--- config.mk ---
export PLATFORM = sky130hd
export DESIGN_NAME = online_bin_packing
export DESIGN_NICKNAME = d
export VERILOG_FILES = /design/src/hw/rtl/obp_pkg.sv /design/src/hw/rtl/online_bin_packing.sv /design/src/hw/rtl/obp_ram.sv /design/src/hw/rtl/obp_fit_unit.sv
export VERILOG_INCLUDE_DIRS = /design/src /design/src/hw/rtl
export SDC_FILE = /design/constraint.sdc
export NUM_CORES = 1
export LEC_CHECK = 0
export BUFFER_PORTS_ARGS = -buffer_cell sky130_fd_sc_hd__buf_2
export CAP_MARGIN = 20
export CORE_MARGIN = 2
export CORE_UTILIZATION = 60
export DETAILED_ROUTE_END_ITERATION = 12
export MAX_ROUTING_LAYER = met4
export PLACE_DENSITY = 0.76
export SYNTH_ARGS = -nofsm -noshare
export SYNTH_HDL_FRONTEND = slang
export SYNTH_SLANG_ARGS = --single-unit
--- constraint.sdc ---
create_clock -name clock -period 13.8 [get_ports clock]
set_input_delay 1.38 -clock clock [delete_from_list [all_inputs] [get_ports clock]]
set_output_delay 1.38 -clock clock [all_outputs]
set_load 0.02 [all_outputs]
--- src/hw/rtl/assert_macros.svh ---
// ----------------------------------------------------------------------------
// assertion macros
// shared concurrent check forms, clocked on clock and disabled in reset
// ----------------------------------------------------------------------------
`ifndef ASSERT_MACROS_SVH
`define ASSERT_MACROS_SVH

// expression holds at every edge
`define OBP_CHECK(name, expr) \
   name: assert property (@(posedge clock) disable iff (reset) (expr)) \
      else $error("obp check failed");

// consequent holds in the same cycle as the antecedent
`define OBP_CHECK_IMPL(name, ante, cons) \
   name: assert property (@(posedge clock) disable iff (reset) (ante) |-> (cons)) \
      else $error("obp implication failed");

// consequent holds in the cycle after the antecedent
`define OBP_CHECK_NEXT(name, ante, cons) \
   name: assert property (@(posedge clock) disable iff (reset) (ante) |=> (cons)) \
      else $error("obp next-cycle check failed");

`endif

--- src/hw/rtl/obp_pkg.sv ---
// ----------------------------------------------------------------------------
// obp_pkg
// types and constants of the online bin packing block
// ----------------------------------------------------------------------------
`default_nettype none

package obp_pkg;

   localparam int MAX_BINS_DEFAULT = 64;

   localparam int SIZE_W     = 17;
   localparam int FILL_W     = 17;
   localparam int SUM_W      = FILL_W + 1;
   localparam int IDX_OUT_W  = 6;
   localparam int MODE_W     = 2;
   localparam int CSR_ADDR_W = 1;
   localparam int CSR_DATA_W = 17;

   // fit mode codes
   localparam logic [MODE_W-1:0] MODE_FIRST = 2'd0;
   localparam logic [MODE_W-1:0] MODE_NEXT  = 2'd1;
   localparam logic [MODE_W-1:0] MODE_BEST  = 2'd2;

   // register indexes
   localparam logic [CSR_ADDR_W-1:0] CSR_FIT_MODE     = 1'd0;
   localparam logic [CSR_ADDR_W-1:0] CSR_BIN_CAPACITY = 1'd1;

   localparam logic [FILL_W-1:0] CAPACITY_RESET = 17'd65536;

   typedef struct packed {
      logic [SIZE_W-1:0] item_size;
      logic              first_item;
   } req_type;

   typedef struct packed {
      logic [IDX_OUT_W-1:0] bin_index;
      logic                 opened_new;
      logic [FILL_W-1:0]    fill_after;
      logic                 overflow;
   } rsp_type;

   // status of the shared fit unit
   typedef struct packed {
      logic              fits;
      logic              better;
      logic [FILL_W-1:0] fill;
      logic [FILL_W-1:0] left;
   } fit_result_type;

   typedef enum logic [2:0] {
      ST_IDLE,
      ST_READ,
      ST_CHECK,
      ST_WRITE,
      ST_FINISH
   } state_type;

endpackage

`default_nettype wire

--- src/hw/rtl/online_bin_packing.sv ---
// each scanned bin is read, then checked (first fit stops at the first bin that fits,
// best fit reads every open bin, next fit reads one), then the pick is written and
// finish registers the result; with no open bin idle goes to write, an oversized item
// to finish, and with no bin left check goes to finish; req_stall holds the next item
// until idle, so one item is in flight; the single ram read port sets the scan rate
// reset (synchronous, active high) empties all bins and restores the registers
// ----------------------------------------------------------------------------
// online_bin_packing
// online bin packing by first, next or best fit over a fill ram
// ----------------------------------------------------------------------------
`default_nettype none
`include "assert_macros.svh"

module online_bin_packing #(
   parameter int MAX_BINS = obp_pkg::MAX_BINS_DEFAULT
) (
   input  logic                           clock,
   input  logic                           reset,
   // item channel
   input  logic                           req_valid,
   output logic                           req_stall,
   input  obp_pkg::req_type               req_data,
   // result channel
   output logic                           rsp_valid,
   input  logic                           rsp_stall,
   output obp_pkg::rsp_type               rsp_data,
   // register writes
   input  logic                           csr_wr_en,
   input  logic [obp_pkg::CSR_ADDR_W-1:0] csr_addr,
   input  logic [obp_pkg::CSR_DATA_W-1:0] csr_wdata
);
   import obp_pkg::*;

   localparam int BIN_W = (MAX_BINS > 1) ? $clog2(MAX_BINS) : 1;
   localparam int CNT_W = $clog2(MAX_BINS + 1);

   // sequencer and configuration
   state_type         state_ff, state_in;
   logic [MODE_W-1:0] fit_mode_ff, fit_mode_in;
   logic [FILL_W-1:0] bin_capacity_ff, bin_capacity_in;
   logic [CNT_W-1:0]  bin_count_ff, bin_count_in;

   // working registers of the item in flight
   logic [SIZE_W-1:0] size_ff, size_in;
   logic [BIN_W-1:0]  scan_idx_ff, scan_idx_in;
   logic [BIN_W-1:0]  last_idx_ff, last_idx_in;
   logic              pick_valid_ff, pick_valid_in;
   logic [BIN_W-1:0]  pick_ff, pick_in;
   logic [FILL_W-1:0] least_ff, least_in;
   logic [FILL_W-1:0] fill_ff, fill_in;
   logic              opened_ff, opened_in;
   logic              overflow_ff, overflow_in;

   // output register
   logic              rsp_valid_ff, rsp_valid_in;
   rsp_type           rsp_ff, rsp_in;

   // fill ram and fit unit hookup
   logic              ram_wr_en;
   logic              ram_rd_en;
   logic [FILL_W-1:0] ram_rd_data;
   logic [FILL_W-1:0] fu_fill;
   logic [SIZE_W-1:0] fu_size;
   fit_result_type    fu;

   // decision terms
   logic              req_acc;
   logic              rsp_free;
   logic [CNT_W-1:0]  count_eff;
   logic [CNT_W-1:0]  count_m1;
   logic              take_now;
   logic              best_upd;
   logic              scan_last;
   logic              any_pick;
   logic              can_open;
   logic [IDX_OUT_W+BIN_W-1:0] pick_wide;

   assign req_acc   = req_valid && !req_stall;
   assign rsp_free  = !rsp_valid_ff || !rsp_stall;

   // first_item empties the bin set before placement
   assign count_eff = req_data.first_item ? '0 : bin_count_ff;
   assign count_m1  = count_eff - 1'b1;

   // while idle the unit sees an empty bin, so fits flags an oversized item
   assign fu_fill = (state_ff == ST_CHECK) ? ram_rd_data : '0;
   assign fu_size = (state_ff == ST_IDLE) ? req_data.item_size : size_ff;

   assign take_now  = fu.fits && (fit_mode_ff != MODE_BEST);
   assign best_upd  = fu.fits && fu.better && (fit_mode_ff == MODE_BEST);
   assign scan_last = (scan_idx_ff == last_idx_ff);
   assign any_pick  = pick_valid_ff || best_upd;
   assign can_open  = (bin_count_ff < CNT_W'(MAX_BINS));
   assign pick_wide = {{IDX_OUT_W{1'b0}}, pick_ff};

   obp_fit_unit u_fit (
      .fill       (fu_fill),
      .size       (fu_size),
      .capacity   (bin_capacity_ff),
      .least      (least_ff),
      .pick_valid (pick_valid_ff),
      .result     (fu)
   );

   obp_ram #(
      .WIDTH (FILL_W),
      .DEPTH (MAX_BINS),
      .AW    (BIN_W)
   ) u_fill_ram (
      .clock   (clock),
      .wr_en   (ram_wr_en),
      .wr_addr (pick_ff),
      .wr_data (fill_ff),
      .rd_en   (ram_rd_en),
      .rd_addr (scan_idx_ff),
      .rd_data (ram_rd_data)
   );

   // next state
   always_comb begin
      state_in = state_ff;
      unique case (state_ff)
         ST_IDLE: begin
            if (req_acc) begin
               if (!fu.fits) begin
                  state_in = ST_FINISH;
               end else if (count_eff == '0) begin
                  state_in = ST_WRITE;
               end else begin
                  state_in = ST_READ;
               end
            end
         end
         ST_READ: begin
            state_in = ST_CHECK;
         end
         ST_CHECK: begin
            if (take_now) begin
               state_in = ST_WRITE;
            end else if (!scan_last) begin
               state_in = ST_READ;
            end else if (any_pick || can_open) begin
               state_in = ST_WRITE;
            end else begin
               state_in = ST_FINISH;
            end
         end
         ST_WRITE: begin
            state_in = ST_FINISH;
         end
         ST_FINISH: begin
            if (rsp_free) begin
               state_in = ST_IDLE;
            end
         end
         default: begin
            state_in = ST_IDLE;
         end
      endcase
   end

   // sequencer outputs
   always_comb begin
      req_stall = (state_ff != ST_IDLE);
      ram_rd_en = (state_ff == ST_READ);
      ram_wr_en = (state_ff == ST_WRITE);
   end

   // configuration writes
   always_comb begin
      fit_mode_in     = fit_mode_ff;
      bin_capacity_in = bin_capacity_ff;
      if (csr_wr_en) begin
         unique case (csr_addr)
            CSR_FIT_MODE:     fit_mode_in     = csr_wdata[MODE_W-1:0];
            CSR_BIN_CAPACITY: bin_capacity_in = csr_wdata[FILL_W-1:0];
         endcase
      end
   end

   // working registers
   always_comb begin
      bin_count_in  = bin_count_ff;
      size_in       = size_ff;
      scan_idx_in   = scan_idx_ff;
      last_idx_in   = last_idx_ff;
      pick_valid_in = pick_valid_ff;
      pick_in       = pick_ff;
      least_in      = least_ff;
      fill_in       = fill_ff;
      opened_in     = opened_ff;
      overflow_in   = overflow_ff;
      rsp_valid_in  = rsp_valid_ff && rsp_stall;
      rsp_in        = rsp_ff;

      case (state_ff)
         ST_IDLE: begin
            if (req_acc) begin
               size_in       = req_data.item_size;
               bin_count_in  = count_eff;
               pick_valid_in = 1'b0;
               overflow_in   = !fu.fits;
               opened_in     = 1'b0;
               last_idx_in   = count_m1[BIN_W-1:0];
               // next fit tries only the last opened bin
               scan_idx_in   = (fit_mode_ff == MODE_NEXT) ? count_m1[BIN_W-1:0] : '0;
               if (fu.fits && (count_eff == '0)) begin
                  pick_in   = '0;
                  opened_in = 1'b1;
                  fill_in   = fu.fill;
               end
            end
         end
         ST_CHECK: begin
            scan_idx_in = scan_idx_ff + 1'b1;
            if (take_now) begin
               pick_in = scan_idx_ff;
               fill_in = fu.fill;
            end else begin
               if (best_upd) begin
                  pick_valid_in = 1'b1;
                  pick_in       = scan_idx_ff;
                  least_in      = fu.left;
                  fill_in       = fu.fill;
               end
               if (scan_last && !any_pick) begin
                  if (can_open) begin
                     pick_in   = bin_count_ff[BIN_W-1:0];
                     opened_in = 1'b1;
                     fill_in   = size_ff;
                  end else begin
                     overflow_in = 1'b1;
                  end
               end
            end
         end
         ST_WRITE: begin
            if (opened_ff) begin
               bin_count_in = bin_count_ff + 1'b1;
            end
         end
         ST_FINISH: begin
            if (rsp_free) begin
               rsp_valid_in = 1'b1;
               if (overflow_ff) begin
                  rsp_in            = '0;
                  rsp_in.overflow   = 1'b1;
               end else begin
                  rsp_in.bin_index  = pick_wide[IDX_OUT_W-1:0];
                  rsp_in.opened_new = opened_ff;
                  rsp_in.fill_after = fill_ff;
                  rsp_in.overflow   = 1'b0;
               end
            end
         end
         default: begin
         end
      endcase
   end

   // control state
   always_ff @(posedge clock) begin
      if (reset) begin
         state_ff        <= ST_IDLE;
         fit_mode_ff     <= MODE_FIRST;
         bin_capacity_ff <= CAPACITY_RESET;
         bin_count_ff    <= '0;
         rsp_valid_ff    <= 1'b0;
      end else begin
         state_ff        <= state_in;
         fit_mode_ff     <= fit_mode_in;
         bin_capacity_ff <= bin_capacity_in;
         bin_count_ff    <= bin_count_in;
         rsp_valid_ff    <= rsp_valid_in;
      end
   end

   // payload, no reset
   always_ff @(posedge clock) begin
      size_ff       <= size_in;
      scan_idx_ff   <= scan_idx_in;
      last_idx_ff   <= last_idx_in;
      pick_valid_ff <= pick_valid_in;
      pick_ff       <= pick_in;
      least_ff      <= least_in;
      fill_ff       <= fill_in;
      opened_ff     <= opened_in;
      overflow_ff   <= overflow_in;
      rsp_ff        <= rsp_in;
   end

   assign rsp_valid = rsp_valid_ff;
   assign rsp_data  = rsp_ff;

   // never more bins than the ram holds
   `OBP_CHECK(a_count_bound, bin_count_ff <= CNT_W'(MAX_BINS))
   // an overflow result carries no placement
   `OBP_CHECK_IMPL(a_overflow_clean, rsp_valid_ff && rsp_ff.overflow,
                   rsp_ff.fill_after == '0 && !rsp_ff.opened_new && rsp_ff.bin_index == '0)
   // the scan stays inside the open bins
   `OBP_CHECK_IMPL(a_scan_range, state_ff == ST_CHECK, scan_idx_ff <= last_idx_ff)
   // opening a bin bumps the count by one
   `OBP_CHECK_NEXT(a_open_count, state_ff == ST_WRITE && opened_ff,
                   bin_count_ff == $past(bin_count_ff) + 1'b1)

endmodule

`default_nettype wire

--- src/hw/rtl/obp_ram.sv ---
// ----------------------------------------------------------------------------
// obp_ram
// generic single write, single read ram with registered read data
// ----------------------------------------------------------------------------
`default_nettype none

module obp_ram #(
   parameter int WIDTH = obp_pkg::FILL_W,
   parameter int DEPTH = obp_pkg::MAX_BINS_DEFAULT,
   parameter int AW    = (DEPTH > 1) ? $clog2(DEPTH) : 1
) (
   input  logic             clock,
   input  logic             wr_en,
   input  logic [AW-1:0]    wr_addr,
   input  logic [WIDTH-1:0] wr_data,
   input  logic             rd_en,
   input  logic [AW-1:0]    rd_addr,
   output logic [WIDTH-1:0] rd_data
);

   logic [WIDTH-1:0] mem [DEPTH];
   logic [WIDTH-1:0] rd_data_ff;

   always_ff @(posedge clock) begin
      if (wr_en) begin
         mem[wr_addr] <= wr_data;
      end
      if (rd_en) begin
         rd_data_ff <= mem[rd_addr];
      end
   end

   assign rd_data = rd_data_ff;

endmodule

`default_nettype wire

--- src/hw/rtl/obp_fit_unit.sv ---
// ----------------------------------------------------------------------------
// obp_fit_unit
// shared add and compare: fill plus size against capacity, space left
// ----------------------------------------------------------------------------
`default_nettype none

module obp_fit_unit (
   input  logic [obp_pkg::FILL_W-1:0] fill,
   input  logic [obp_pkg::SIZE_W-1:0] size,
   input  logic [obp_pkg::FILL_W-1:0] capacity,
   input  logic [obp_pkg::FILL_W-1:0] least,
   input  logic                       pick_valid,
   output obp_pkg::fit_result_type    result
);
   import obp_pkg::*;

   logic [SUM_W-1:0]  sum;
   logic [FILL_W-1:0] left;

   always_comb begin
      sum  = {1'b0, fill} + {1'b0, size};
      left = capacity - sum[FILL_W-1:0];
      result.fits   = (sum <= {1'b0, capacity});
      result.fill   = sum[FILL_W-1:0];
      result.left   = left;
      // strict compare keeps ties on the lower bin
      result.better = !pick_valid || (left < least);
   end

endmodule

`default_nettype wire
==> results.md <==
- Crit path kind: flop to flop
- Crit path arrival time: 8.20 ns
- Clock transition at the registers of the reported paths: 0.07 ns
- DIE WIDTH: 293 um
- Max cap viols: 0
- Yosys cell types: 85
- Cell count after synthesis: 2460
- Vias post-DR: 25600
- Most frequent cells in the layout: edfxtp_1, mux4_2, clkbuf_16
- HP Class: flop to flop
- I/O pin cnt: 68
- Metal2 WL: 60000 um
- Htree depth: 3
- Clk network pwr share: 25.7%
- P&R area growth vs syn: 11.6%
- Internal: 8.22 mW
- Largest net degree at the start of global routing: 97
- Syn Nets: 2565
- Crit path time final: 7.74 ns
- Post-route setup slack: 6.06 ns
- Initial DRC count: 2919
- Gpl congestion: 0.902
- Logic pwr share: 33.6%
- Drt first pass iters: 7
- Critical Path RT: 14.26 ns
- Pre-CTS setup slack: 5.97 ns
- Seq pwr share: 40.6%
- Mapped Avg Cell Area: 20.4 um^2
- Initial antenna violation count: 9
- Vias in the first global route: 26100
- Initial core utilization: 60.3%
- Leakage: 18.3 nW
- Post-CTS repair timing setup buffer count: 0
- Sequential area share after synthesis: 73.1%
- Grt total ovfl: 0
- Filler Cells Inserted: 5104
- Worst Skew: 0.0355 ns
- Power Total: 12.2 mW
- DR WL/cell: 31.5 um
- Synthesis-stage register bit count: 1232
- Period utilisation layout: 56.1%
- Outcome: finished, final reports clean
- Switching share of total power: 32.5%
- DR WL met3: 12100 um
- DRT Wirelength: 120000 um
- Slowest cell delay on critical path: 0.77 ns
- Sw Pwr: 3.96 mW
- Final Max Tran Viols: 0
- Worst hold slack: 0.477 ns
- Number of synthesis warnings: 0
- Slew headroom: 23.9%
- WL met1: 44000 um
- Hold violation count in the final report: 0
- CTS tree: yes
- Post-synth ARST share: 0%
- Share of layout cells above drive strength 1: 27.1%
- Root Driver: clkbuf_16
- Max layer used: met4
- DRC viols: 0
- Max VDD drop: 0.146 mV
- Final nets: 2737
- Unrepaired setup endpoints after global routing: no
- Post-DP Area: 52200 um^2
- Number of synthesized flops with an enable pin: 1202
- Final instance area: 56000 um^2
- Die height: 293 um
- Routed Antenna Nets: 0
- CTS sink cnt: 1232
- Hold_buf cts: 0
- Prevailing post-synth register cell: edfxtp_1
- Crit path max fanout: 21
- Clock buffer depth: 3
- First-pass GRT wire length: 177000 um
- Post_cts resized: 0
- Total Routing Usage GR: 29.5%
- Commonest non-fill, non-tap cell in the layout: edfxtp_1
- Hpwl dp: 66300 um
- DIE AREA: 86000 um^2
- Via density: 6.73
- Row cnt: 106
- Worst-skew pair later-pin latency: 0.71 ns
- Peak Freq: 0.129 GHz
- Core ar.: 83300 um^2
- Pwr Density: 218 nW/um^2
- Final setup TNS: 0 ns
- TritonCTS buffer count: 117
- Slew @ Worst Pin: 1.14 ns
- Slowest CP cell: nor2_1
- Port buffer count: 67
- Final Setup Violations: 0
- Netlist Area Pre-Place: 50200 um^2
- Element type at the critical path end: flop
- CP startpoint kind: flop
==> cells by family (layout without fill, tap and decap cells) <==
family / Yosys count / count (layout) / share of synthesized area, %
flip-flops: 1232 / 1232 / 73.1
multiplexers: 412 / 412 / 17.2
AND/OR/NAND/NOR: 348 / 348 / 3.38
buffers and inverters: 186 / 445 / 1.54
AO/OA/AOI/OAI: 184 / 184 / 2.56
adder cells (fa/ha/maj): 64 / 64 / 1.63
XOR/XNOR: 34 / 34 / 0.608
other: 0 / 10 / 0
==> metrics by stage <==
stage	cells	utilization (%)
finish	3809	67.2
global route	3804	67.2
CTS	3796	67.1
detailed placement	3590	62.6
global placement	3589	62.6
floorplan	2460	-
==> critical path: cells and delay by family (launching register included) <==
family,cells,cell delay (ns)
AO/OA/AOI/OAI,14,3.35
AND/OR/NAND/NOR,5,1.78
adder cells (fa/ha/maj),4,1.41
flip-flops,1,0.42
multiplexers,1,0.37
buffers and inverters,2,0.14
==> per-layer routing <==
layer,vias up,GRT usage (%)
met4,0,10.4
met3,241,6.27
li1,10500,-
met2,1598,46.8
met1,13300,38.7
met5,-,-
==> power by group through the flow <==
stage / registers (mW) / logic (mW) / clock network (mW)
floorplan: 5.22 / 2.49 / 0
global placement: 5.03 / 3.86 / 0
detailed placement: 5.05 / 3.99 / 0
CTS: 4.97 / 4.04 / 3.17
global route: 4.96 / 4.35 / 3.30
finish: 4.95 / 4.10 / 3.13
==> state kept, by name (all words and copies together) (netlist names), 2 cells and up <==
register,cells
scan_idx_ff,6
fit_mode_ff,2
state_ff,3
bin_capacity_ff,17
least_ff,17
last_idx_ff,6
size_ff,17
bin_count_ff,7
fill_ff,17
pick_ff,6
rsp_data,25
u_fill_ram.mem,1088
u_fill_ram.rd_data,17
==> area by class of cell <==
type | count | area (um^2) | area share, %
Clock inverter | 59 | 678 | 1.21
Inverter | 69 | 259 | 0.463
Multi-Input combinational cell | 1042 | 12700 | 22.7
Antenna cell | 10 | 25.0 | 0.0447
Sequential cell | 1232 | 36700 | 65.5
Tap cell | 1080 | 1350 | 2.41
Timing Repair Buffer | 170 | 1210 | 2.15
Clock buffer | 147 | 3040 | 5.43
==> final timing paths <==
path / slack (ns) / startpoint / depth (start not counted) / end
hold / removal: 0.48 / bin_capacity_ff[9]$_SDFFE_PP0P_ / 2 / bin_capacity_ff[9]$_SDFFE_PP0P_
hold reg to reg: 0.48 / bin_capacity_ff[9]$_SDFFE_PP0P_ / 2 / bin_capacity_ff[9]$_SDFFE_PP0P_
setup reg to reg: 6.06 / state_ff[0]$_SDFFE_PP0P_ / 26 / fill_ff[16]$_DFFE_PP_
setup / recovery: 6.06 / state_ff[0]$_SDFFE_PP0P_ / 26 / fill_ff[16]$_DFFE_PP_
==> synth_stat cells, types with 18 or more instances <==
cell      count  area share (%)
clkbuf_1     74            0.55
ha_1         62             1.5
xnor2_1      18            0.31
nand3_1      24            0.24
dfxtp_1      30             1.2
mux2i_1      36            0.72
mux4_2      357              16
edfxtp_1   1202              72
mux2_2       19            0.43
o21ai_0      30            0.30
buf_2        26            0.26
a21oi_1      53            0.53
and3_1       23            0.29
nor2b_1      31            0.39
nand2_1      85            0.64
nor2_1      114            0.85
inv_1        65            0.49
No activity file was read; power rests on OpenSTA's default activity.
